==> src/hdl/glc_pkg.sv <==
// shared constants and controller/datapath link types for the growth curve lag extractor
// no dependencies

package glc_pkg;

    localparam int LAG_W            = 19;
    localparam int VAL_W            = 24;
    localparam int DEF_MAX_SAMPLES  = 1024;
    localparam int DEF_SAMPLE_BITS  = 24;
    localparam int DEF_FRAC_BITS    = 8;

    // commands from controller to datapath
    typedef struct packed {
        logic upd;        // take one sample into the running state
        logic div_load;   // load divider operands from the curve state
        logic div_step;   // one restoring division step
        logic fix;        // floor correction and sign of quotient
        logic fin;        // write result register and clear curve state
    } t_cmd;

    // status from datapath to controller
    typedef struct packed {
        logic div_last;   // current step is the final divider step
        logic out_free;   // result register can take a new result
    } t_sts;

endpackage

==> src/hdl/glc_ctrl.sv <==
// controller state machine for the growth curve lag extractor
// depends on glc_pkg

module glc_ctrl (
    input  logic          i_clk,
    input  logic          i_rst_n,
    input  logic          i_in_valid,
    input  logic          i_in_last,
    output logic          o_in_ready,
    input  glc_pkg::t_sts i_sts,
    output glc_pkg::t_cmd o_cmd
);

    typedef enum logic [2:0] {
        S_STREAM,
        S_LOAD,
        S_DIV,
        S_FIX,
        S_FIN
    } t_state;

    t_state r_state;
    t_state n_state;

    always_comb begin
        n_state = r_state;
        o_cmd   = '0;
        unique case (r_state)
            S_STREAM: begin
                o_cmd.upd = i_in_valid;
                if (i_in_valid && i_in_last) begin
                    n_state = S_LOAD;
                end
            end
            S_LOAD: begin
                o_cmd.div_load = 1'b1;
                n_state        = S_DIV;
            end
            S_DIV: begin
                o_cmd.div_step = 1'b1;
                if (i_sts.div_last) begin
                    n_state = S_FIX;
                end
            end
            S_FIX: begin
                o_cmd.fix = 1'b1;
                n_state   = S_FIN;
            end
            S_FIN: begin
                // hold until the previous result has gone
                if (i_sts.out_free) begin
                    o_cmd.fin = 1'b1;
                    n_state   = S_STREAM;
                end
            end
            default: begin
                n_state = S_STREAM;
            end
        endcase
    end

    always_ff @(posedge i_clk) begin
        if (!i_rst_n) begin
            r_state <= S_STREAM;
        end else begin
            r_state <= n_state;
        end
    end

    assign o_in_ready = (r_state == S_STREAM);

endmodule

==> src/hdl/glc_dp.sv <==
// datapath: running curve state, shared restoring divider, lag clamp and result register
// depends on glc_pkg

module glc_dp #(
    parameter int MAX_SAMPLES = glc_pkg::DEF_MAX_SAMPLES,
    parameter int SAMPLE_BITS = glc_pkg::DEF_SAMPLE_BITS,
    parameter int FRAC_BITS   = glc_pkg::DEF_FRAC_BITS
) (
    input  logic                            i_clk,
    input  logic                            i_rst_n,
    input  glc_pkg::t_cmd                   i_cmd,
    output glc_pkg::t_sts                   o_sts,
    input  logic signed [SAMPLE_BITS-1:0]   i_sample,
    input  logic                            i_out_ready,
    output logic                            o_out_valid,
    output logic [glc_pkg::LAG_W-1:0]       o_lag_time,
    output logic [glc_pkg::VAL_W-1:0]       o_max_rise,
    output logic [glc_pkg::VAL_W-1:0]       o_max_rate,
    output logic                            o_overflowed
);

    localparam int SW1  = SAMPLE_BITS + 1;
    localparam int NW   = SW1 + FRAC_BITS;
    localparam int CW   = $clog2(MAX_SAMPLES + 1);
    localparam int PW   = $clog2(MAX_SAMPLES);
    localparam int DCW  = $clog2(NW + 1);
    localparam int LGW0 = NW + CW + 2;
    localparam int LGW  = (LGW0 > glc_pkg::LAG_W) ? LGW0 : glc_pkg::LAG_W;
    localparam int EW   = (SW1 > glc_pkg::VAL_W) ? SW1 : glc_pkg::VAL_W;

    // curve state
    logic signed [SAMPLE_BITS-1:0] r_first;
    logic signed [SAMPLE_BITS-1:0] r_prev;
    logic signed [SAMPLE_BITS-1:0] r_peak;
    logic signed [SAMPLE_BITS-1:0] r_level;
    logic signed [SW1-1:0]         r_sstep;
    logic signed [SW1-1:0]         r_rate;
    logic [PW-1:0]                 r_pos;
    logic [CW-1:0]                 r_count;
    logic                          r_ovf;

    // divider
    logic [NW-1:0]                 r_num;
    logic [SW1-1:0]                r_den;
    logic [SW1-1:0]                r_rem;
    logic                          r_neg;
    logic                          r_skip;
    logic [DCW-1:0]                r_div_cnt;
    logic signed [NW:0]            r_q;

    // result register
    logic                          r_out_valid;
    logic [glc_pkg::LAG_W-1:0]     r_lag;
    logic [glc_pkg::VAL_W-1:0]     r_rise;
    logic [glc_pkg::VAL_W-1:0]     r_rate_out;
    logic                          r_ovf_out;

    logic signed [SW1-1:0]         w_step;
    logic signed [NW-1:0]          w_num_s;
    logic [NW-1:0]                 w_num_mag;
    logic [SW1-1:0]                w_den_mag;
    logic [SW1:0]                  w_rem_sh;
    logic [SW1:0]                  w_rem_sub;
    logic                          w_ge;
    logic [NW:0]                   w_qm_inc;
    logic signed [LGW-1:0]         w_pos_sc;
    logic signed [LGW-1:0]         w_lim;
    logic signed [LGW-1:0]         w_lag;
    logic signed [LGW-1:0]         w_lag_cl;
    logic signed [SW1-1:0]         w_rise;
    logic [EW-1:0]                 w_rise_ext;
    logic [EW-1:0]                 w_rate_ext;

    assign w_step    = SW1'(i_sample) - SW1'(r_prev);
    assign w_num_s   = NW'(SW1'(r_first) - SW1'(r_level)) <<< FRAC_BITS;
    assign w_num_mag = w_num_s[NW-1] ? -w_num_s : w_num_s;
    assign w_den_mag = r_sstep[SW1-1] ? -r_sstep : r_sstep;

    assign w_rem_sh  = {r_rem, r_num[NW-1]};
    assign w_ge      = (w_rem_sh >= {1'b0, r_den});
    assign w_rem_sub = w_rem_sh - {1'b0, r_den};

    // floor for a negative quotient with a remainder
    assign w_qm_inc  = {1'b0, r_num} + (NW + 1)'(r_rem != '0);

    assign w_pos_sc  = $signed(LGW'(r_pos) << FRAC_BITS);
    assign w_lim     = $signed(LGW'(r_count) << FRAC_BITS);
    assign w_lag     = w_pos_sc + LGW'(r_q);

    always_comb begin
        priority if (r_skip || (w_lag <= 0)) begin
            w_lag_cl = '0;
        end else if (w_lag >= w_lim) begin
            w_lag_cl = w_lim;
        end else begin
            w_lag_cl = w_lag;
        end
    end

    assign w_rise     = SW1'(r_peak) - SW1'(r_first);
    assign w_rise_ext = EW'(w_rise);
    assign w_rate_ext = EW'(r_rate);

    // curve state
    always_ff @(posedge i_clk) begin
        if (!i_rst_n) begin
            r_count <= '0;
            r_ovf   <= 1'b0;
        end else if (i_cmd.fin) begin
            r_count <= '0;
            r_ovf   <= 1'b0;
        end else if (i_cmd.upd) begin
            priority if (r_count == CW'(MAX_SAMPLES)) begin
                r_ovf <= 1'b1;
            end else if (r_count == '0) begin
                r_first <= i_sample;
                r_prev  <= i_sample;
                r_peak  <= i_sample;
                r_level <= i_sample;
                r_sstep <= '0;
                r_pos   <= '0;
                r_rate  <= '0;
                r_count <= CW'(1);
            end else begin
                // first position wins on a tie
                if ((r_count == CW'(1)) || (w_step > r_sstep)) begin
                    r_sstep <= w_step;
                    r_pos   <= PW'(r_count - CW'(1));
                    r_level <= r_prev;
                end
                if (w_step > r_rate) begin
                    r_rate <= w_step;
                end
                if (i_sample > r_peak) begin
                    r_peak <= i_sample;
                end
                r_prev  <= i_sample;
                r_count <= r_count + CW'(1);
            end
        end
    end

    // restoring divider, one quotient bit a cycle
    always_ff @(posedge i_clk) begin
        if (!i_rst_n) begin
            r_div_cnt <= '0;
        end else if (i_cmd.div_load) begin
            r_num     <= w_num_mag;
            r_den     <= w_den_mag;
            r_rem     <= '0;
            r_neg     <= w_num_s[NW-1] ^ r_sstep[SW1-1];
            r_skip    <= (r_sstep == '0) || (r_count < CW'(2));
            r_div_cnt <= DCW'(NW);
        end else if (i_cmd.div_step) begin
            r_num     <= {r_num[NW-2:0], w_ge};
            r_rem     <= w_ge ? w_rem_sub[SW1-1:0] : w_rem_sh[SW1-1:0];
            r_div_cnt <= r_div_cnt - DCW'(1);
        end else if (i_cmd.fix) begin
            r_q <= r_neg ? -$signed(w_qm_inc) : $signed({1'b0, r_num});
        end
    end

    // result register
    always_ff @(posedge i_clk) begin
        if (!i_rst_n) begin
            r_out_valid <= 1'b0;
        end else if (i_cmd.fin) begin
            r_out_valid <= 1'b1;
            r_lag       <= w_lag_cl[glc_pkg::LAG_W-1:0];
            r_rise      <= w_rise_ext[glc_pkg::VAL_W-1:0];
            r_rate_out  <= w_rate_ext[glc_pkg::VAL_W-1:0];
            r_ovf_out   <= r_ovf;
        end else if (i_out_ready) begin
            r_out_valid <= 1'b0;
        end
    end

    assign o_sts.div_last = (r_div_cnt == DCW'(1));
    assign o_sts.out_free = !r_out_valid || i_out_ready;

    assign o_out_valid  = r_out_valid;
    assign o_lag_time   = r_lag;
    assign o_max_rise   = r_rise;
    assign o_max_rate   = r_rate_out;
    assign o_overflowed = r_ovf_out;

endmodule

==> src/hdl/growth_curve_lag_extractor_core.sv <==
// top level of the growth curve lag extractor: controller plus datapath
// depends on glc_pkg, glc_ctrl, glc_dp
//
//  channel | valid       | ready       | payload
//  --------+-------------+-------------+------------------------------------------------
//  in      | i_in_valid  | o_in_ready  | i_sample, i_last
//  out     | o_out_valid | i_out_ready | o_lag_time, o_max_rise, o_max_rate, o_overflowed
//
// samples are taken one per cycle while a curve streams in
// after the sample marked last, input stalls for operand load, the shared divider
// producing one quotient bit per cycle, sign fix and result write; longer if the
// previous result is still held at the output
// synchronous active-low reset clears control state only; no clearing pass

module growth_curve_lag_extractor_core #(
    parameter int MAX_SAMPLES = glc_pkg::DEF_MAX_SAMPLES,
    parameter int SAMPLE_BITS = glc_pkg::DEF_SAMPLE_BITS,
    parameter int FRAC_BITS   = glc_pkg::DEF_FRAC_BITS
) (
    input  logic                            i_clk,
    input  logic                            i_rst_n,
    input  logic                            i_in_valid,
    output logic                            o_in_ready,
    input  logic signed [SAMPLE_BITS-1:0]   i_sample,
    input  logic                            i_last,
    output logic                            o_out_valid,
    input  logic                            i_out_ready,
    output logic [glc_pkg::LAG_W-1:0]       o_lag_time,
    output logic [glc_pkg::VAL_W-1:0]       o_max_rise,
    output logic [glc_pkg::VAL_W-1:0]       o_max_rate,
    output logic                            o_overflowed
);

    glc_pkg::t_cmd w_cmd;
    glc_pkg::t_sts w_sts;

    glc_ctrl u_ctrl (
        .i_clk      (i_clk),
        .i_rst_n    (i_rst_n),
        .i_in_valid (i_in_valid),
        .i_in_last  (i_last),
        .o_in_ready (o_in_ready),
        .i_sts      (w_sts),
        .o_cmd      (w_cmd)
    );

    glc_dp #(
        .MAX_SAMPLES (MAX_SAMPLES),
        .SAMPLE_BITS (SAMPLE_BITS),
        .FRAC_BITS   (FRAC_BITS)
    ) u_dp (
        .i_clk        (i_clk),
        .i_rst_n      (i_rst_n),
        .i_cmd        (w_cmd),
        .o_sts        (w_sts),
        .i_sample     (i_sample),
        .i_out_ready  (i_out_ready),
        .o_out_valid  (o_out_valid),
        .o_lag_time   (o_lag_time),
        .o_max_rise   (o_max_rise),
        .o_max_rate   (o_max_rate),
        .o_overflowed (o_overflowed)
    );

    // at most one datapath command per cycle
    a_cmd_onehot: assert property (@(posedge i_clk) disable iff (!i_rst_n)
        $onehot0({w_cmd.upd, w_cmd.div_load, w_cmd.div_step, w_cmd.fix, w_cmd.fin}))
        else $error("more than one datapath command at once");

    // a result is never written over one still waiting
    a_fin_free: assert property (@(posedge i_clk) disable iff (!i_rst_n)
        w_cmd.fin |-> (!o_out_valid || i_out_ready))
        else $error("result written while output register busy");

    // the last sample of a curve closes the input until the result is made
    a_last_stall: assert property (@(posedge i_clk) disable iff (!i_rst_n)
        (i_in_valid && o_in_ready && i_last) |=> !o_in_ready)
        else $error("input still open after last sample");

endmodule
==> config.mk <==
export PLATFORM = sky130hd
export DESIGN_NAME = growth_curve_lag_extractor_core
export DESIGN_NICKNAME = d
export VERILOG_FILES = /design/src/hdl/glc_pkg.sv /design/src/hdl/glc_ctrl.sv /design/src/hdl/glc_dp.sv /design/src/hdl/growth_curve_lag_extractor_core.sv
export SDC_FILE = /design/constraint.sdc
export NUM_CORES = 1
export LEC_CHECK = 0
export BUFFER_PORTS_ARGS = -buffer_cell sky130_fd_sc_hd__buf_2
export CAP_MARGIN = 20
export CORE_MARGIN = 2
export CORE_UTILIZATION = 45
export CTS_CLUSTER_SIZE = 10
export DETAILED_ROUTE_END_ITERATION = 6
export SYNTH_ARGS = -nofsm -noshare
export SYNTH_HDL_FRONTEND = slang
export SYNTH_SLANG_ARGS = --single-unit
==> constraint.sdc <==
create_clock -name i_clk -period 23.5 [get_ports i_clk]
set_input_delay 4.7 -clock i_clk [delete_from_list [all_inputs] [get_ports i_clk]]
set_output_delay 4.7 -clock i_clk [all_outputs]
set_load 0.02 [all_outputs]
==> results of run 1 <==
[final timing paths]
path | to | from
max | u_dp.r_pos[8]$_SDFFCE_PP0P_ | i_sample[0]
min | u_dp.o_overflowed$_DFFE_PP_ | u_dp.r_ovf$_SDFFE_PP0P_
max reg2reg | u_dp.r_pos[8]$_SDFFCE_PP0P_ | u_dp.r_prev[0]$_DFFE_PP_
min reg2reg | u_dp.o_overflowed$_DFFE_PP_ | u_dp.r_ovf$_SDFFE_PP0P_
[metal layers]
layer  track usage (%)  vias to the layer above  routed length, um
met1              28.4                     8378              27300
met5                 0                        -                  0
met4              6.71                        0               1700
met3              3.28                       90               2610
li1                  -                     8932                  -
met2              35.8                      363              27900
[Yosys cell counts, types with 17 or more instances]
master | instances | share of area, %
edfxtp_1 | 343 | 43
inv_1 | 268 | 4.2
ha_1 | 234 | 12
nand2_1 | 183 | 2.9
nor2_1 | 167 | 2.6
o21ai_0 | 148 | 3.1
a21oi_1 | 145 | 3.0
xnor2_1 | 113 | 4.1
a21o_1 | 88 | 2.7
nand3_1 | 55 | 1.1
xor2_1 | 55 | 2.0
nor3_1 | 50 | 1.0
clkbuf_1 | 45 | 0.70
nand4_1 | 35 | 0.91
and2_1 | 34 | 0.88
mux2i_1 | 32 | 1.3
nor2b_1 | 32 | 0.83
o21a_1 | 31 | 0.97
and3_1 | 24 | 0.62
dfxtp_1 | 22 | 1.8
nor4_1 | 21 | 0.55
or3_1 | 19 | 0.49
nand2b_1 | 18 | 0.47
o31ai_1 | 18 | 0.56
a211oi_1 | 17 | 0.53
[through the flow]
step | utilization [%] | area (sq um) | setup slack (ns) | hold WS, ns
3_3_place_gp | 48.1 | 25300 | 13.50 | 0.428
6_report | 50.5 | 26600 | 13.85 | 0.439
2_1_floorplan | - | 24000 | 10.86 | 0.409
4_1_cts | 50.5 | 26600 | 13.93 | 0.442
3_5_place_dp | 48.1 | 25300 | 13.34 | 0.428
5_1_grt | 50.5 | 26600 | 13.52 | 0.445
[kinds of logic after synthesis]
logic type      after synthesis
flops                       365
fa+ha+maj                   239
buf+inv                     320
mux                          36
xor+xnor                    168
compound gates              590
simple gates                690
[power by group through the flow]
stage	Sequential [mW]	Clock (mW)	Combinational, mW
after detailed placement	0.810	0	0.460
final	0.797	0.614	0.463
after global routing	0.801	0.654	0.522
after floorplan	0.799	0	0.347
after global placement	0.809	0	0.452
after CTS	0.797	0.630	0.463
[worst max-delay path, cell delays in order]
cell	delay [ns]
buf_2	0.12
inv_1	0.10
ha_1	0.20
inv_1	0.06
fa_1	0.42
a21o_1	0.18
a21oi_1	0.38
o21ai_0	0.17
a21boi_0	0.27
o311a_1	0.27
o31ai_1	0.15
a221o_1	0.36
a21oi_1	0.18
xnor2_1	0.15
ha_1	0.32
nand3_1	0.09
nor2_1	0.16
o21ai_0	0.14
a31oi_1	0.17
nor2_1	0.05
o31a_1	0.13
o21ai_4	0.40
buf_4	0.61
[sequential cells by signal, summed over array words and instances (netlist names)]
register	flops
u_dp.r_count	11
u_dp.o_max_rate	24
u_dp.r_den	25
u_dp.r_level	24
u_dp.o_overflowed	1
u_dp.r_num	33
u_dp.r_div_cnt	6
u_dp.r_rem	25
u_dp.r_ovf	1
u_dp.r_pos	10
u_dp.r_skip	1
u_dp.o_max_rise	24
u_dp.r_q	34
u_dp.r_prev	24
u_dp.o_lag_time	19
u_ctrl.r_state	3
u_dp.r_first	24
u_dp.r_rate	25
u_dp.r_peak	24
u_dp.r_sstep	25
u_dp.r_neg	1
u_dp.o_out_valid	1
[cells in the final DEF (no fill, tap or decap), drive strengths merged, types with 20 or more instances in the layout]
cell,instances
edfxtp,343
inv,270
ha,234
nand2,183
nor2,168
o21ai,157
a21oi,145
xnor2,113
buf,112
a21o,90
clkbuf,63
nand3,56
xor2,55
nor3,53
nand4,35
and2,35
mux2i,32
o21a,32
nor2b,32
and3,25
dfxtp,22
nor4,22
or3,20
[area by class of cell]
type	count	area share, %
Multi-Input combinational cell	1723	45.6
Sequential cell	365	40.4
Tap cell	688	3.24
Inverter	268	3.78
Timing Repair Buffer	112	2.24
Clock buffer	63	4.53
Clock inverter	8	0.169
Antenna cell	1	0.00941
==> out/results.txt, run 1 <==
vias in the first global route: 17483
Gate power share: 24.7%
CTS buffer count: 44
gr ovfl total: 0
Worst EP arrival: 9.84 ns
net switching power: 0.569 mW
fin crit period: 9.65 ns
largest net degree at the start of global routing: 69
clk_skew: 0.0153 ns
unique cell type count in the Yosys netlist: 91
via count: 17763
compound-gate portion of the synthesized area: 15.7%
Fillers: 4830
Max-Cap Viols: 0
fin nets: 2782
Setup TNS Final: 0 ns
Routed Antenna Nets: 0
initial antenna violation count: 1
GPL Wtd Cong: 0.904
hold depth: 0
Max Freq: 0.104 GHz
flops & latches, synth: 365
crit start category: input port
Starting Density: 45.7%
PD cells: 70.5 mW/mm^2
num rows: 84
sequential-to-total area share from yosys stat: 44.7%
synth-to-layout area growth: 10.6%
status: finished, violations left
Remaining DRCs: 2
overall power: 1.87 mW
Tot GR Track Use: 21.4%
via density per instance: 5.50
Synth Area in XOR/XNOR: 6.12%
power share of the clock group: 32.8%
post-cts gate resize count: 0
CTS tree: done
fin crit share: 41.1%
boundary pin count: 99
clk root buf: clkbuf_16
Worst Hold Class: register to register
R2R depth: 21
HPWL Detailed: 46000 um
Clock transition at path regs: 0.05 ns
worst endpoint required time: 23.69 ns
Detailed Routing Iterations Pass 1: 7
Worst-Margin Slew: 1.20 ns
footprint of the multi-input gates: 0.0121 sq mm
Slew Limit Fails: 0
unrepaired setup endpoints after global routing: no
simple-gate share of the synthesized area: 14.3%
Max clock buf depth: 3
proportion of layout cells with a drive suffix above 1: 8.70%
worst-skew pair later-pin latency: 0.57 ns
switch share: 30.3%
sequential power share: 42.5%
Reg2Reg Setup Slack: 17.83 ns
post-CTS setup buffer count: 0
Syn Inst Count: 2408
Die X: 235 um
Ys Warns: 0
main combinational cell family by area after synthesis: compound AO/OA/AOI/OAI gates
H-tree lvl count: 2
Die Y: 235 um
worst-path fanout max: 49
die area: 0.0553 sq mm
Post-synth EDFFs: 343
mapped cell area: 0.0240 sq mm
CP endpoint kind: register
final std cells w/o fill: 3228
internal power: 1.31 mW
wire per inst: 18.5 um
I/O Buffers: 98
critical path class: input port to register
violated checks: DRC
multiplexer share of the synthesized area: 1.52%
setup violators final: 0
FF+latch area: 0.0107 sq mm
Synth async-reset ratio: 0%
Slew headroom: 19.8%
placed cells: 3156
clock sink count: 365
maximum VDD drop: 0.0554 mV
top_reg_cell synth: edfxtp_1
CORE AREA: 0.0527 sq mm
Hold Fails Final Rpt: 0
Adder-Cell Fraction of Synth Area: 12.6%
DRT iter0 DRCs: 1186
syn_nets: 2676
LEAKAGE: 11.2 nW
first-pass GRT wire length: 94800 um
Post-Route WL: 59600 um
Syn Area/Cell: 9.98 sq um
hold buffer count at cts: 0
Note: power is estimated with default switching activity, not from simulation.
==> inputs of run 2 (changes only) <==
Clock period 23.5 ns to 7.8 ns, I/O delays scaled along.
==> run 2 against run 1 <==
The flow now finishes without violations. Clock power rose to 3.1 times the previous value. Critical path type unchanged. Setup slack got worse by 12 ns. Critical path depth stayed put. Via count increased by 0.73%. Sequential cell count stayed put. Die area unchanged. Clock skew rose by 0.0098 ns. Largest cell class unchanged. Cell count about the same.
==> out/results.txt, run 2 (synthesized netlist as in run 1, its figures left out) <==
setup violators final: 0 (unchanged)
via density per instance: 5.54 (was 5.50)
Detailed Routing Iterations Pass 1: 5 (was 7)
first-pass GRT wire length: 96500 um (was 94800 um)
CTS tree: done (unchanged)
status: completed (was finished, violations left)
Tot GR Track Use: 21.8% (was 21.4%)
Die Y: 235 um (unchanged)
DRT iter0 DRCs: 1124 (was 1186)
clk root buf: clkbuf_16 (unchanged)
Worst Hold Class: register to register (unchanged)
Setup TNS Final: 0 ns (unchanged)
Regs by FF count: u_dp.r_q x34, u_dp.r_num x33 (unchanged)
Reg2Reg Setup Slack: 2.57 ns (was 17.83 ns)
worst-skew pair later-pin latency: 0.57 ns (about the same)
Max clock buf depth: 3 (unchanged)
CP Capture Point: u_dp.r_level[23]$_DFFE_PP_ (was u_dp.r_pos[8]$_SDFFCE_PP0P_)
proportion of layout cells with a drive suffix above 1: 8.81% (was 8.70%)
Max-Cap Viols: 0 (unchanged)
diode count: 0 (was 1)
fin crit period: 6.08 ns
Post-Route WL: 60400 um (was 59600 um)
initial antenna violation count: 0 (was 1)
clock sink count: 365 (unchanged)
synth-to-layout area growth: 11.0% (was 10.6%)
Max Freq: 0.164 GHz
hold buffer count at cts: 0 (unchanged)
R2R Path Start: u_dp.r_prev[0]$_DFFE_PP_ (unchanged)
CP endpoint kind: register (unchanged)
maximum VDD drop: 0.195 mV (was 0.0554 mV)
CTS buffer count: 45 (was 44)
post-cts gate resize count: 0 (unchanged)
critical path class: input port to register (unchanged)
Reg with most FFs: u_dp.r_q (unchanged)
fin crit share: 78.0%
CORE AREA: 0.0527 sq mm (unchanged)
Slowest-stage cell, CP: buf_4 (unchanged)
worst endpoint required time: 8.00 ns (was 23.69 ns)
fin nets: 2784 (was 2782)
R2R depth: 21 (unchanged)
boundary pin count: 99 (unchanged)
pre-CTS setup slack: 1.21 ns (was 13.34 ns)
I/O Buffers: 98 (unchanged)
Starting Density: 45.7% (unchanged)
Worst-Margin Slew: 1.24 ns (was 1.20 ns)
worst flop-to-flop path endpoint: u_dp.r_level[23]$_DFFE_PP_ (was u_dp.r_pos[8]$_SDFFCE_PP0P_)
crit start category: input port (unchanged)
crit path cell chain: buf_2, inv_1, ha_1, inv_1, fa_1, a21o_1, a21oi_1, o21ai_0, a21boi_0, o311a_1, o31ai_1, a221o_1, a21oi_1, xnor2_1, ha_1, nand3_1, nor2_1, o21ai_0, a31oi_1, nor2_1, o31a_1, o21ai_4, buf_4 (unchanged)
vias in the first global route: 17620 (was 17483)
number of flip-flops in the largest register: 34 (unchanged)
unrepaired setup endpoints after global routing: no (unchanged)
H-tree lvl count: 2 (unchanged)
LEAKAGE: 11.2 nW (about the same)
PD cells: 215 mW/mm^2 (was 70.5 mW/mm^2)
Slew headroom: 17.3% (was 19.8%)
commonest non-fill, non-tap cells in the layout: 343 x edfxtp_1, 268 x inv_1, 234 x ha_1 (unchanged)
GPL Wtd Cong: 0.895 (was 0.904)
commonest non-fill, non-tap cell in the layout: edfxtp_1 (unchanged)
Clock transition at path regs: 0.05 ns (about the same)
Max stage delay on crit path: 0.42 ns (was 0.61 ns)
final hold slack: 0.440 ns (was 0.439 ns)
die area: 0.0553 sq mm (unchanged)
post-layout worst setup margin: 1.72 ns (was 13.85 ns)
Hold Fails Final Rpt: 0 (unchanged)
via count: 17893 (was 17763)
Die X: 235 um (unchanged)
Worst EP arrival: 6.28 ns (was 9.84 ns)
num rows: 84 (unchanged)
worst setup path start: i_sample[0] (unchanged)
largest net degree at the start of global routing: 69 (unchanged)
gr ovfl total: 0 (unchanged)
HPWL Detailed: 46900 um (was 46000 um)
wire per inst: 18.7 um (was 18.5 um)
clk_skew: 0.0251 ns (was 0.0153 ns)
post-CTS setup buffer count: 0 (unchanged)
Routed Antenna Nets: 0 (unchanged)
worst-path fanout max: 34 (was 49)
Slew Limit Fails: 0 (unchanged)
Remaining DRCs: 0 (was 2)
==> run 2: worst min-delay path by stage <==
stage	from	to	slack (ns)	cells past startpoint
floorplan	u_dp.r_ovf$_SDFFE_PP0P_	u_dp.o_overflowed$_DFFE_PP_	0.41	0
global placement	u_dp.r_ovf$_SDFFE_PP0P_	u_dp.o_overflowed$_DFFE_PP_	0.42	0
detailed placement	u_dp.r_ovf$_SDFFE_PP0P_	u_dp.o_overflowed$_DFFE_PP_	0.43	0
CTS	u_dp.r_ovf$_SDFFE_PP0P_	u_dp.o_overflowed$_DFFE_PP_	0.44	0
global route	u_dp.r_ovf$_SDFFE_PP0P_	u_dp.o_overflowed$_DFFE_PP_	0.45	0
finish	u_dp.r_ovf$_SDFFE_PP0P_	u_dp.o_overflowed$_DFFE_PP_	0.44	0
==> run 2: worst max-delay path: cells and delay by family <==
kind / cells / cell delay [ns]
xor+xnor: 1 / 0.15
simple gates: 3 / 0.33
buf+inv: 4 / 0.72
fa+ha+maj: 3 / 0.94
compound gates: 12 / 2.54
==> run 2: per-stage QoR <==
| step | area (sq um) | cells | util [%] | power (mW) |
|---|---|---|---|---|
| after floorplan | 24000 | 2408 | - | 3.45 |
| after global placement | 25300 | 3157 | 48.1 | 3.81 |
| after detailed placement | 25300 | 3157 | 48.1 | 3.84 |
| after CTS | 26700 | 3231 | 50.7 | 5.79 |
| after global routing | 26700 | 3231 | 50.7 | 6.06 |
| final | 26700 | 3231 | 50.7 | 5.74 |
==> run 2: metal layers <==
metal,vias to the layer above,part of all wire [%],routed length (um),track usage [%]
met2,351,48,29300,37.7
met5,-,0,0,0
met3,82,3.7,2220,2.72
met1,8531,46,27600,28.9
met4,0,2.3,1370,5.58
li1,8929,-,-,-
==> run 2: cell type report <==
cell class	instances	area, sq um
clock buffer	64	1260
clock inverter	10	76.3
fill	4798	26000
inverter	268	1010
multi-input combinational	1723	12100
sequential	365	10700
tap	688	861
timing repair buffer	113	603
==> run 2: power breakdown <==
part / total (mW) / switching (mW) / internal, mW
Combinational: 1.41 / 0.854 / 0.557
Clock: 1.93 / 0.788 / 1.15
Sequential: 2.40 / 0.0815 / 2.32
